[src/mtc_pkg.sv]
// Shared types, character constants and Morse tables of the Morse text codec.
package mtc_pkg;

	// ASCII codes used by the codec
	localparam logic [7:0] ChDot   = 8'h2E;
	localparam logic [7:0] ChDash  = 8'h2D;
	localparam logic [7:0] ChSpace = 8'h20;
	localparam logic [7:0] ChUpA   = 8'h41;
	localparam logic [7:0] ChUpZ   = 8'h5A;
	localparam logic [7:0] ChLowA  = 8'h61;
	localparam logic [7:0] ChLowZ  = 8'h7A;
	localparam logic [7:0] ChZero  = 8'h30;
	localparam logic [7:0] ChNine  = 8'h39;
	localparam logic [7:0] ChTab   = 8'h09;
	localparam logic [7:0] ChCr    = 8'h0D;

	// Code table size and longest code
	localparam int CodeCount  = 36;
	localparam int LetterCount = 26;
	localparam int MaxSymbols = 5;

	// Number of spaces emitted for whitespace in encode mode
	localparam logic [2:0] WhiteSpaces = 3'd3;

	// One Morse code: symbol count and symbols, bit i is symbol i (1 = dash)
	typedef struct packed {
		logic [2:0] len;
		logic [4:0] pat;
	} code_t;

	// How a burst of results is built
	typedef enum logic [1:0] {
		KIND_SYM   = 2'd0,	// symbols then one space
		KIND_SPACE = 2'd1,	// spaces only
		KIND_CHAR  = 2'd2	// one decoded character
	} kind_t;

	// Burst descriptor handed from the front end to the serialiser
	typedef struct packed {
		kind_t      kind;
		logic [2:0] count;
		logic [4:0] sym;
		logic [7:0] chr;
	} desc_t;

	// ITU Morse table: A..Z then 0..9
	function automatic code_t morse_entry(input logic [5:0] idx);
		code_t e;
		unique case (idx)
			6'd0:  e = '{3'd2, 5'b00010};	// A .-
			6'd1:  e = '{3'd4, 5'b00001};	// B -...
			6'd2:  e = '{3'd4, 5'b00101};	// C -.-.
			6'd3:  e = '{3'd3, 5'b00001};	// D -..
			6'd4:  e = '{3'd1, 5'b00000};	// E .
			6'd5:  e = '{3'd4, 5'b00100};	// F ..-.
			6'd6:  e = '{3'd3, 5'b00011};	// G --.
			6'd7:  e = '{3'd4, 5'b00000};	// H ....
			6'd8:  e = '{3'd2, 5'b00000};	// I ..
			6'd9:  e = '{3'd4, 5'b01110};	// J .---
			6'd10: e = '{3'd3, 5'b00101};	// K -.-
			6'd11: e = '{3'd4, 5'b00010};	// L .-..
			6'd12: e = '{3'd2, 5'b00011};	// M --
			6'd13: e = '{3'd2, 5'b00001};	// N -.
			6'd14: e = '{3'd3, 5'b00111};	// O ---
			6'd15: e = '{3'd4, 5'b00110};	// P .--.
			6'd16: e = '{3'd4, 5'b01011};	// Q --.-
			6'd17: e = '{3'd3, 5'b00010};	// R .-.
			6'd18: e = '{3'd3, 5'b00000};	// S ...
			6'd19: e = '{3'd1, 5'b00001};	// T -
			6'd20: e = '{3'd3, 5'b00100};	// U ..-
			6'd21: e = '{3'd4, 5'b01000};	// V ...-
			6'd22: e = '{3'd3, 5'b00110};	// W .--
			6'd23: e = '{3'd4, 5'b01001};	// X -..-
			6'd24: e = '{3'd4, 5'b01101};	// Y -.--
			6'd25: e = '{3'd4, 5'b00011};	// Z --..
			6'd26: e = '{3'd5, 5'b11111};	// 0 -----
			6'd27: e = '{3'd5, 5'b11110};	// 1 .----
			6'd28: e = '{3'd5, 5'b11100};	// 2 ..---
			6'd29: e = '{3'd5, 5'b11000};	// 3 ...--
			6'd30: e = '{3'd5, 5'b10000};	// 4 ....-
			6'd31: e = '{3'd5, 5'b00000};	// 5 .....
			6'd32: e = '{3'd5, 5'b00001};	// 6 -....
			6'd33: e = '{3'd5, 5'b00011};	// 7 --...
			6'd34: e = '{3'd5, 5'b00111};	// 8 ---..
			6'd35: e = '{3'd5, 5'b01111};	// 9 ----.
			default: e = '{3'd0, 5'b00000};
		endcase
		return e;
	endfunction

	// Character for a table index
	function automatic logic [7:0] char_of_index(input logic [5:0] idx);
		logic [7:0] c;
		if (idx < 6'(LetterCount))
			c = ChUpA + {2'b00, idx};
		else
			c = ChZero + {2'b00, idx} - 8'(LetterCount);
		return c;
	endfunction

	// Whitespace: tab, line feed, vertical tab, form feed, carriage return, space
	function automatic logic is_white(input logic [7:0] c);
		return (c == ChSpace) || (c >= ChTab && c <= ChCr);
	endfunction

endpackage

[src/morse_text_codec.sv]
// Top level of the Morse text codec.
// Takes one ASCII item per cycle while the descriptor slot is free and gives one result item
// per cycle while the receiver is ready: a letter or digit in encode mode gives its symbols
// and one space, whitespace three spaces, a decoded character one result, and an item with no
// result gives none. The output serialiser, one result per cycle, sets the sustained rate;
// a one-descriptor skid slot lets the next item enter while a burst is still being taken.
// An accepted item passes the skid slot, then the active burst, before its first result.
module morse_text_codec (
	input  logic       clk,
	input  logic       arst_n,
	input  logic       in_valid,
	output logic       in_ready,
	input  logic [7:0] char_code,
	input  logic       line_end,
	output logic       out_valid,
	input  logic       out_ready,
	output logic [7:0] out_char,
	output logic       last_of_run
);

	logic           accept, desc_push, slot_ready;
	mtc_pkg::desc_t desc;

	assign in_ready = slot_ready;
	assign accept   = in_valid && slot_ready;

	mtc_front u_front (
		.clk       (clk),
		.arst_n    (arst_n),
		.accept    (accept),
		.char_code (char_code),
		.line_end  (line_end),
		.desc_push (desc_push),
		.desc      (desc)
	);

	mtc_serial u_serial (
		.clk         (clk),
		.arst_n      (arst_n),
		.push        (desc_push),
		.desc        (desc),
		.slot_ready  (slot_ready),
		.out_valid   (out_valid),
		.out_ready   (out_ready),
		.out_char    (out_char),
		.last_of_run (last_of_run)
	);

endmodule

[src/mtc_front.sv]
// Front end of the Morse text codec: line state, pending code and burst descriptors.
module mtc_front (
	input  logic                clk,
	input  logic                arst_n,
	input  logic                accept,
	input  logic [7:0]          char_code,
	input  logic                line_end,
	output logic                desc_push,
	output mtc_pkg::desc_t      desc
);

	logic       decode_mode_q, at_line_start_q, pending_invalid_q;
	logic [4:0] pending_symbols_q;
	logic [2:0] pending_length_q;

	logic       decode_mode_d, at_line_start_d, pending_invalid_d;
	logic [4:0] pending_symbols_d;
	logic [2:0] pending_length_d;

	logic [7:0] c_up;
	logic       is_sym, is_dash, white, mode_eff;
	logic       hit;
	logic [7:0] hit_chr;
	logic       flush_ok;
	logic [5:0] enc_idx;
	logic       enc_ok;
	mtc_pkg::code_t enc_code;
	mtc_pkg::code_t key;

	// fold lower case and classify the character
	always_comb begin
		c_up = char_code;
		if (char_code >= mtc_pkg::ChLowA && char_code <= mtc_pkg::ChLowZ)
			c_up = char_code - 8'h20;
		is_dash  = (c_up == mtc_pkg::ChDash);
		is_sym   = is_dash || (c_up == mtc_pkg::ChDot);
		white    = mtc_pkg::is_white(c_up);
		mode_eff = at_line_start_q ? is_sym : decode_mode_q;
	end

	// decode lookup of the pending code against every table entry in parallel
	always_comb begin
		key     = '{pending_length_q, pending_symbols_q};
		hit     = 1'b0;
		hit_chr = 8'h00;
		for (int i = 0; i < mtc_pkg::CodeCount; i++) begin
			if (mtc_pkg::morse_entry(6'(i)) == key) begin
				hit     = 1'b1;
				hit_chr = mtc_pkg::char_of_index(6'(i));
			end
		end
		flush_ok = hit && !pending_invalid_q && pending_length_q != 3'd0 &&
			pending_length_q <= 3'(mtc_pkg::MaxSymbols);
	end

	// encode index of a letter or digit
	always_comb begin
		enc_ok  = 1'b1;
		enc_idx = 6'd0;
		if (c_up >= mtc_pkg::ChUpA && c_up <= mtc_pkg::ChUpZ)
			enc_idx = 6'(c_up - mtc_pkg::ChUpA);
		else if (c_up >= mtc_pkg::ChZero && c_up <= mtc_pkg::ChNine)
			enc_idx = 6'(c_up - mtc_pkg::ChZero) + 6'(mtc_pkg::LetterCount);
		else
			enc_ok = 1'b0;
		enc_code = mtc_pkg::morse_entry(enc_idx);
	end

	// next state and burst descriptor
	always_comb begin
		decode_mode_d     = decode_mode_q;
		at_line_start_d   = at_line_start_q;
		pending_symbols_d = pending_symbols_q;
		pending_length_d  = pending_length_q;
		pending_invalid_d = pending_invalid_q;
		desc.kind  = mtc_pkg::KIND_CHAR;
		desc.count = 3'd0;
		desc.sym   = enc_code.pat;
		desc.chr   = hit_chr;
		if (line_end) begin
			if (decode_mode_q && flush_ok)
				desc.count = 3'd1;
			pending_symbols_d = '0;
			pending_length_d  = '0;
			pending_invalid_d = 1'b0;
			decode_mode_d     = 1'b0;
			at_line_start_d   = 1'b1;
		end else begin
			decode_mode_d   = mode_eff;
			at_line_start_d = 1'b0;
			if (mode_eff) begin
				if (white) begin
					if (flush_ok)
						desc.count = 3'd1;
					pending_symbols_d = '0;
					pending_length_d  = '0;
					pending_invalid_d = 1'b0;
				end else begin
					if (!is_sym)
						pending_invalid_d = 1'b1;
					else if (is_dash && pending_length_q < 3'(mtc_pkg::MaxSymbols))
						pending_symbols_d = pending_symbols_q |
							(5'b00001 << pending_length_q);
					if (pending_length_q != 3'd7)
						pending_length_d = pending_length_q + 3'd1;
				end
			end else if (white) begin
				desc.kind  = mtc_pkg::KIND_SPACE;
				desc.count = mtc_pkg::WhiteSpaces;
			end else if (enc_ok) begin
				desc.kind  = mtc_pkg::KIND_SYM;
				desc.count = enc_code.len + 3'd1;
			end
		end
		desc_push = accept && (desc.count != 3'd0);
	end

	// state registers
	always_ff @(posedge clk or negedge arst_n) begin
		if (!arst_n) begin
			decode_mode_q     <= 1'b0;
			at_line_start_q   <= 1'b1;
			pending_symbols_q <= '0;
			pending_length_q  <= '0;
			pending_invalid_q <= 1'b0;
		end else if (accept) begin
			decode_mode_q     <= decode_mode_d;
			at_line_start_q   <= at_line_start_d;
			pending_symbols_q <= pending_symbols_d;
			pending_length_q  <= pending_length_d;
			pending_invalid_q <= pending_invalid_d;
		end
	end

	// a line end always leaves the block in encode mode at a line start
	a_line_end_resets: assert property (@(posedge clk) disable iff (!arst_n)
		accept && line_end |=> at_line_start_q && !decode_mode_q &&
			pending_length_q == 3'd0)
		else $error("line end did not reset the line state");

endmodule

[src/mtc_serial.sv]
// Burst serialiser of the Morse text codec: descriptor skid slot and result generation.
module mtc_serial (
	input  logic                clk,
	input  logic                arst_n,
	input  logic                push,
	input  mtc_pkg::desc_t      desc,
	output logic                slot_ready,
	output logic                out_valid,
	input  logic                out_ready,
	output logic [7:0]          out_char,
	output logic                last_of_run
);

	mtc_pkg::desc_t d_q, a_q;
	logic           d_valid_q, a_valid_q;
	logic [2:0]     idx_q;
	logic           last, a_done, a_free, load_a;

	// burst progress
	always_comb begin
		last       = (idx_q == a_q.count - 3'd1);
		a_done     = a_valid_q && out_ready && last;
		a_free     = !a_valid_q || a_done;
		load_a     = d_valid_q && a_free;
		slot_ready = !d_valid_q || a_free;
	end

	// result for the current position of the burst
	always_comb begin
		out_valid   = a_valid_q;
		last_of_run = last;
		unique case (a_q.kind)
			mtc_pkg::KIND_SYM:
				if (last)
					out_char = mtc_pkg::ChSpace;
				else
					out_char = a_q.sym[idx_q] ? mtc_pkg::ChDash : mtc_pkg::ChDot;
			mtc_pkg::KIND_CHAR:  out_char = a_q.chr;
			default:             out_char = mtc_pkg::ChSpace;
		endcase
	end

	// valid flags and position counter
	always_ff @(posedge clk or negedge arst_n) begin
		if (!arst_n) begin
			d_valid_q <= 1'b0;
			a_valid_q <= 1'b0;
			idx_q     <= '0;
		end else begin
			d_valid_q <= push || (d_valid_q && !a_free);
			if (load_a) begin
				a_valid_q <= 1'b1;
				idx_q     <= '0;
			end else if (a_done) begin
				a_valid_q <= 1'b0;
				idx_q     <= '0;
			end else if (a_valid_q && out_ready) begin
				idx_q <= idx_q + 3'd1;
			end
		end
	end

	// descriptor payloads
	always_ff @(posedge clk) begin
		if (push)
			d_q <= desc;
		if (load_a)
			a_q <= d_q;
	end

	a_idx_in_burst: assert property (@(posedge clk) disable iff (!arst_n)
		a_valid_q |-> (a_q.count != 3'd0) && (idx_q < a_q.count))
		else $error("burst position outside its count");

	a_skid_drains: assert property (@(posedge clk) disable iff (!arst_n)
		d_valid_q && !a_valid_q |=> a_valid_q)
		else $error("waiting descriptor not moved to the active burst");

	a_no_overrun: assert property (@(posedge clk) disable iff (!arst_n)
		push |-> slot_ready)
		else $error("descriptor pushed into a full slot");

endmodule

[config.mk]
export PLATFORM = sky130hd
export DESIGN_NAME = morse_text_codec
export DESIGN_NICKNAME = d
export VERILOG_FILES = /design/src/mtc_pkg.sv /design/src/morse_text_codec.sv /design/src/mtc_front.sv /design/src/mtc_serial.sv
export SDC_FILE = /design/constraint.sdc
export NUM_CORES = 1
export LEC_CHECK = 0
export CAP_MARGIN = 5
export CORE_MARGIN = 2
export CORE_UTILIZATION = 60
export CTS_BUF_LIST = sky130_fd_sc_hd__clkbuf_2
export CTS_CLUSTER_DIAMETER = 120
export DETAILED_ROUTE_END_ITERATION = 12
export DONT_BUFFER_PORTS = 1
export PLACE_DENSITY = 0.76
export SLEW_MARGIN = 10
export SYNTH_ARGS = -nofsm -noshare
export SYNTH_HDL_FRONTEND = slang
export SYNTH_HIERARCHICAL = 1
export SYNTH_SLANG_ARGS = --single-unit
[constraint.sdc]
create_clock -name clk -period 3.8 [get_ports clk]
set_input_delay 0.38 -clock clk [delete_from_list [all_inputs] [get_ports clk]]
set_output_delay 0.38 -clock clk [all_outputs]
set_load 0.005 [all_outputs]
After elaboration in Yosys (flattened, before gate mapping)
Memory sizes are Yosys's and may differ from the RTL's.
Index checks and enable logic that the tools add are counted.

word-level totals
  bits of input ports = 13
  memories = 1
  flip-flop bits (word level) = 52
  bits in read-only memories = 512

operators by class
  $lt $le $gt $ge = 11
  bitwise logic cells = 1
  shifts and indexed selects = 1
  reductions and logical operators = 41
  muxes and demuxes = 109
  add/subtract/negate cells = 8
  eq/ne operators = 43

memory list
  memory           depth  bits a word  read ports  clocked after Yosys merged registers in  wr ports  line           text
  (no name shown)  64     8            1           0                                        0         mtc_pkg.sv:49  unique case (idx)

operator list
  kind                                                                                  count
  7-bit two-way mux                                                                     26
  8-bit == test (first input constant)                                                  22
  7-bit by 8-bit == test with 1-bit output (first input constant)                       12
  1-bit two-way mux                                                                     51
  5-bit two-way mux                                                                     7
  35-bit OR reduction                                                                   1
  4-bit two-way mux                                                                     8
  3-bit two-way mux                                                                     10
  8-bit by 6-bit == test with 1-bit output (second input constant)                      3
  21-bit OR reduction                                                                   1
  3-bit nonzero test                                                                    6
  6-bit by 8-bit == test with 1-bit output (first input constant)                       2
  8-bit by 7-bit greater-or-equal comparator with 1-bit output (second input constant)  2
  8-bit by 7-bit less-or-equal comparator with 1-bit output (second input constant)     2
  8-bit two-way mux                                                                     2
  8-bit case mux with 2 select lines                                                    1
  1-bit logical AND                                                                     15
  6-bit two-way mux                                                                     2
  10-bit OR reduction                                                                   1
  3-bit by 1-bit adder with 3-bit output (second input constant)                        3
  8-bit by 4-bit greater-or-equal comparator with 1-bit output (second input constant)  1
  8-bit by 6-bit greater-or-equal comparator with 1-bit output (second input constant)  1
  8-bit by 4-bit less-or-equal comparator with 1-bit output (second input constant)     1
  8-bit by 6-bit less-or-equal comparator with 1-bit output (second input constant)     1
  22 further kinds                                                                      33

Longest topological paths before layout
Gate-level depths: netlist of the first run.

  depth in word-level cells = 47
  mapped depth = 22
  gate-level depth less buffers = 21

Hierarchy
Netlist of the first run, hierarchy kept.

modules (own cells, without submodules)
  module            seq. area each (um2)  cells an instance  area each (um2)  instances
  mtc_front         276.5                 363                2561.2           1
  mtc_serial        1206.2                98                 1564.0           1
  morse_text_codec  0.0                   1                  6.3              1

Worst setup path after synthesis of the first run
No wires, ideal clock.

  path kind = in2reg
  start = in char_code[1]
  end = reg u_serial.d_valid_q
  setup time = 130 ps
  data arrival time = 4497 ps
  slack = -827 ps
  buffers on the path = 0
  cell stages on the path = 21
  cells stage by stage = inv_1 ha_1 nor3b_4 nand2_1 a41oi_2 nand2_1 o21ai_2 inv_1 ha_1 nor2_1 nor2_1 a221o_1 a21oi_1 nor2_1 ha_1 a21o_1 o21bai_1 o31a_1 a31o_1 a31oi_1 o21ai_0

RTL lines
  item                  line                    text
  from (decl)           morse_text_codec.sv:13  input logic [7:0] char_code,
  to (signal assigned)  mtc_serial.sv:50        d_valid_q <= push || (d_valid_q && !a_free);
  to (decl)             mtc_serial.sv:15        logic d_valid_q, a_valid_q;

==> results of run 1 <==
[cells in the final DEF, fill, tap and decap left out, drive strengths merged, types with 6 or more instances in the layout]
cell type,netlist,final
a21o,7,7
edfxtp,36,36
nor2,50,50
a31oi,10,10
nor3,17,17
inv,21,21
mux2i,7,7
dfrtp,15,15
nand3,8,8
nor2b,6,6
nand2,41,41
a21oi,27,27
xnor2,6,6
buf,18,66
o22ai,6,6
a211oi,8,8
and2,8,8
o21ai,34,34
ha,24,24
nand2b,6,6
[cell families (layout without fill, tap and decap cells)]
kind of cell             count (synthesis)  count (layout)  synth area share, %
AND/OR/NAND/NOR                        161             161                 19.4
AO/OA/AOI/OAI                          151             151                 26.0
buffers and inverters                   53              98                 6.69
flip-flops                              52              52                 35.9
adder cells (fa/ha/maj)                 24              24                 7.27
XOR/XNOR                                10              10                 2.12
multiplexers                            10              10                 2.51
other                                    1               1               0.0908
[stage by stage]
stage	power (mW)	hold WS [ns]	worst slack (ns)	cell area (um2)	std cells
finish	1.91	0.0583	0.115	4750	587
global route	2.04	0.0153	-0.0285	4750	587
CTS	1.90	0.0418	0.127	4680	580
detailed placement	1.66	0.0846	-0.358	4600	569
global placement	1.62	0.0847	-0.265	4600	569
floorplan	1.48	0.0844	-0.198	4260	462
[repair_timing]
action | 4_1_cts | 5_1_grt
setup buffers | 0 | 7
hold endpoints to repair | 19 | 0
resized for setup | 0 | 3
setup endpoints to repair | 0 | 19
hold buffers | 3 | 0
[report_power, final]
group	switching [mW]	internal [mW]	leakage [nW]
clock	0.182	0.0506	0.0300
combinational	0.443	0.366	1.37
sequential	0.132	0.734	0.524
[worst max-delay path: cells and delay by family]
family | cells | cell delay, ns
AO/OA/AOI/OAI | 6 | 1.51
buffers and inverters | 3 | 0.35
AND/OR/NAND/NOR | 4 | 0.58
multiplexers | 2 | 0.51
adder cells (fa/ha/maj) | 3 | 0.58
[state kept, by name, summed over array words and instances, names as in the netlist]
signal,cells
u_serial/out_valid,1
u_front/pending_length_q,3
u_front/at_line_start_q,1
u_serial/d_q,18
u_front/decode_mode_q,1
u_front/pending_invalid_q,1
u_serial/a_q,18
u_front/pending_symbols_q,5
u_serial/idx_q,3
u_serial/d_valid_q,1
[layout make-up]
class,instances,area share [%]
multi-input cells,357,52.6
flip-flops and latches,52,31.2
repair buffers,69,11.1
well taps,80,2.11
inverters,21,1.87
clock buffers,5,0.527
clock inverters,3,0.527
[metal layers]
metal | share of wire (%) | global-route usage [%] | wire (um)
met3 | 5.0 | 3.79 | 487
met4 | 1.9 | 7.10 | 182
met1 | 43 | 35.4 | 4150
met2 | 51 | 45.3 | 4940
met5 | 0 | 0 | 0
[how the worst min path moves through the flow]
stage	start	endpoint	slack, ns	cells past startpoint
after floorplan	arst_n	u_front/decode_mode_q	0.08	0
after global placement	arst_n	u_serial/idx_q[1]	0.08	0
after detailed placement	arst_n	u_serial/idx_q[1]	0.08	0
after CTS	line_end	u_front/at_line_start_q	0.04	1
after global routing	line_end	u_front/at_line_start_q	0.02	1
final	line_end	u_front/at_line_start_q	0.06	1
==> flow_summary.toml, run 1 <==
[logic_synthesis]
synthTopCellsByArea = "edfxtp_1 26%, dfrtp_1 9.1%, ha_1 7.3%, nor2_1 4.5%, nand2_1 3.7%"
ys_ff_latch = 52
yosysUniqueCellTypes = 77
ys_top_cells_by_count = "50 x nor2_1, 41 x nand2_1, 36 x edfxtp_1"
netlist_instances = 462
postSynth.asyncResetShare_pct = 30.8
ys.flop_type = "edfxtp_1"
syn_area_um2 = 4130
synth_nets = 499
yosysWarnings = 6
synth_top_area_share_pct = 26.2
synth_largest_area_cell = "edfxtp_1"
postSynthAreaPerCell_um2 = 8.94
ys_seq_area_share_pct = 35.9
synth_edf_count = 36
yosysMostFrequentCell = "nor2_1"

[global_route]
grt_pass1_vias = 3469
grt_max_degree = 23
track_usage_pct = 26.6
grt_overflow = 0
grt_antenna_before_repair = 0
grt_pass1_wl_mm = 16.1

[setup_path]
crit_path_end = "u_serial/d_q[12]"
r2r_setup_slack_ns = 0.44
cp-startpoint = "char_code[1]"
crit_required_ns = 4.02
reg2reg_to = "u_serial/d_q[12]"
critPathKind = "in2reg"
max_stage_delay_ns = 0.39
worstReg2RegStart = "u_front/pending_length_q[1]"
worst_setup_path_start_kind = "primary input"
rr_worst_depth = 10
crit_slowest_cell = "o32ai_4"
path_cells = "clkinvlp_4 -> ha_4 -> nor3b_4 -> nand2_2 -> a41o_1 -> o32ai_4 -> inv_2 -> ha_4 -> mux2_1 -> mux2i_2 -> nor2_1 -> nor2_1 -> ha_1 -> a21o_1 -> o21bai_1 -> o31a_1 -> a31o_4 -> buf_4"
worstPathMaxFanout = 8
crit_path_end_kind = "flip-flop"
critPathArrivalTime_ns = 3.91

[finish]
final_util_pct = 70.6
num_antenna_cells = 0
register_area_um2 = 1480
multi_input_area_um2 = 2500
final_nets = 543
drive_gt1_share_pct = 22.7
syn2layout_area_growth_pct = 14.9
fillCellCount = 527

[die]
die_w_um = 87.0
start_util_pct = 61.5
die_area_um2 = 7570
core_um2 = 6720
rows = 30
die_y_um = 87.0
ios = 24

[placed_design]
io_buffers = 0
dp_hpwl_mm = 7.35
place.gp.congestion = 0.892

[sta]
fin_crit_sh_pct = 97.0
hold_viol = 0
max_slew_margin_pct = 30.9
tightest_slew_ns = 1.02
skew_ns = 0.0513
period_needed_ns = 3.68
setup_tns_ns = 0
setup_viol = 0
final-max-slew-violation-count = 0
fmax_ghz = 0.271

[clock_tree]
cts_tree = "yes"
clock_path_buffers = 2
cts_root_buf = "clkbuf_2"
htreeDepth = 2
clk_latency_ns = 0.44
cts.sinks = 52
numCtsBuffers = 5
cts.clk_slew.worst_paths_ns = 0.30

[status]
status = "finished clean"

[route]
wl_per_cell_um = 16.6
dr_total_vias = 3736
wl_mm = 9.76
via_per_inst = 6.36
drcViolationCount = 0
drt_iter0_drc = 270
dr.pass1.iters = 6
ant_nets = 0

[pwr]
ir_drop_uv = 325
cellPowerDensity_nw_per_um2 = 402
p_leak_nw = 1.92

[hold_path]
hp-class = "in2reg"

[job]
cap_violations = 0
(Power assumes the default switching activity.)
==> inputs of run 2 (changes only) <==
Settings changed: BUFFER_PORTS_ARGS set to -buffer_cell sky130_fd_sc_hd__clkbuf_2, DONT_BUFFER_PORTS 1 to not set, PLACE_DENSITY 0.76 to 0.79.
==> run 2 against run 1 <==
The run now ends with setup timing left. Critical path type unchanged. Critical path depth increased by 4. Non-clock buffer count increased by 44. First-iteration DRC count increased by 6.3%. Sequential power decreased by 2.3%. Setup slack got worse by 0.21 ns. Final cell count increased by 7.5%.
==> flow_summary.toml, run 2 (synthesized netlist as in run 1, its figures left out) <==
[status]
status = "finished with violations"
violations = "setup timing"

[setup_path]
critical_path_buf_inv_count = 5
reg2reg_to = "u_serial/d_q[2]"
path_cells = "buf_6 -> buf_4 -> ha_1 -> nor2_4 -> nand2_2 -> buf_6 -> a41oi_4 -> nand2_4 -> o21ai_4 -> inv_4 -> ha_4 -> nor2_4 -> nor2_2 -> a221o_1 -> a21oi_2 -> nor2_2 -> ha_1 -> a21o_1 -> o21bai_1 -> o31a_1 -> a31o_4 -> buf_12"
crit_path_end_kind = "flip-flop"
rr_worst_depth = 10
critPathKind = "in2reg"
worstPathMaxFanout = 8
crit_required_ns = 4.02
worst_setup_path_start_kind = "primary input"
cpLargestDelayFamily = "compound AO/OA/AOI/OAI gates"
critPathArrivalTime_ns = 4.11
worstReg2RegStart = "u_front/pending_length_q[2]"
r2r_setup_slack_ns = 0.45
crit_slowest_cell = "a221o_1"
max_stage_delay_ns = 0.36

[clock_tree]
clock_path_buffers = 2
cts_root_buf = "clkbuf_2"
cts.clk_slew.worst_paths_ns = 0.24
htreeDepth = 2
numCtsBuffers = 5
clk_latency_ns = 0.44
cts_tree = "yes"
cts.sinks = 52

[finish]
drive_gt1_share_pct = 29.4
reg_top3 = "u_serial/a_q: 18 flops, u_serial/d_q: 18 flops, u_front/pending_symbols_q: 5 flops"
register_area_um2 = 1480
fillCellCount = 463
syn2layout_area_growth_pct = 23.1
num_antenna_cells = 0
layout_common_cells = "84 x buf_4, 46 x nor2_1, 39 x nand2_1"
final_common_cell = "buf_4"
final_nets = 587
layoutNonFillerInstCount = 631
multi_input_area_um2 = 2510

[hold_path]
holdPathEnd = "u_front/decode_mode_q"
min_path_cells = 2
hp-class = "in2reg"
worstHoldStart = "line_end"

[sta]
fin_crit_sh_pct = 102
layout_setup_ws_ns = -0.0906
hold_slack_ns = 0.192
rsz0062_at_grt = "yes"
skew_ns = 0.0267
hold_viol = 0
final-max-slew-violation-count = 0
max_slew_margin_pct = 34.4
setup_tns_ns = -1.31
fmax_ghz = 0.257
period_needed_ns = 3.89
setup_viol = 19
tightest_slew_ns = 0.970

[global_route]
grt_pass1_wl_mm = 16.5
grt_pass1_vias = 3666
grt_max_degree = 19
track_usage_pct = 26.9
grt_antenna_before_repair = 0
grt_overflow = 0

[route]
via_per_inst = 6.23
wl_per_cell_um = 16.3
drcViolationCount = 0
dr_total_vias = 3931
wl_mm = 10.3
dr.pass1.iters = 7
drt_iter0_drc = 287
ant_nets = 0

[die]
rows = 30
die_y_um = 87.0
ios = 24
die_area_um2 = 7570
die_w_um = 87.0
core_um2 = 6720
start_util_pct = 61.5

[pwr]
cellPowerDensity_nw_per_um2 = 392
p_total_mw = 1.99
p_leak_nw = 2.14
ir_drop_uv = 167

[placed_design]
place.gp.congestion = 0.927
placed_cells = 606
io_buffers = 23
dp_hpwl_mm = 7.51

[job]
cap_violations = 0
-- run 2: cell count changes in the layout (fill, tap and decap cells not counted), sizes merged --
cell / delta
buf: +25
clkbuf: +21
clkinv: +2
dlygate4sd3: -2
clkinvlp: -1
inv: -1
-- run 2: power breakdown --
part / total, mW / switching (mW) / leakage [nW] / internal [mW]
combinational: 0.924 / 0.496 / 1.58 / 0.429
sequential: 0.846 / 0.112 / 0.524 / 0.734
clock: 0.221 / 0.173 / 0.0333 / 0.0484
-- run 2: what timing repair did --
action / 4_1_cts / 5_1_grt
hold buffers: 1 / 0
gates resized for setup: 1 / 15
pin swaps: 1 / 16
buffers inserted: 5 / 11
endpoints found under the setup margin: 8 / 19
endpoints found under the hold margin: 15 / 0
-- run 2: layout make-up --
cell class	instances	share of cell area (%)
inverter	21	1.75
sequential	52	29.2
timing repair buffer	113	16.8
clock buffer	5	0.492
tap	80	1.97
multi-input combinational	357	49.4
clock inverter	3	0.443
-- run 2: layer usage --
metal / vias to the layer above / part of all wire, % / global-route usage, %
li1: 1908 / - / -
met1: 1822 / 40 / 33.1
met2: 170 / 51 / 48.8
met3: 31 / 5.5 / 2.56
met4: 0 / 3.2 / 9.80
met5: - / 0 / 0
-- run 2: worst max-delay path by stage --
stage / from / end / depth (start not counted)
6_report: char_code[0] / u_serial/d_q[2] / 22
5_1_grt: char_code[0] / u_serial/d_q[2] / 22
4_1_cts: char_code[0] / u_serial/d_q[2] / 22
3_5_place_dp: char_code[1] / u_serial/d_valid_q / 18
3_3_place_gp: char_code[1] / u_serial/d_valid_q / 18
2_1_floorplan: char_code[1] / u_serial/d_valid_q / 22
-- run 2: worst register-to-register path, delay by kind of cell, from the launching register on --
| kind | cells | cell delay [ns] |
|---|---|---|
| AO/OA/AOI/OAI | 6 | 1.22 |
| AND/OR/NAND/NOR | 3 | 1.18 |
| flip-flops | 1 | 0.61 |
| buffers and inverters | 1 | 0.14 |
-- run 2: through the flow --
| stage | utilization, % | cell area (um2) | worst slack [ns] |
|---|---|---|---|
| floorplan | - | 4260 | -0.198 |
| global placement | 72.0 | 4840 | -0.372 |
| detailed placement | 72.0 | 4840 | -0.591 |
| CTS | 73.8 | 4960 | 0.000687 |
| global route | 75.7 | 5080 | -0.246 |
| finish | 75.7 | 5080 | -0.0906 |
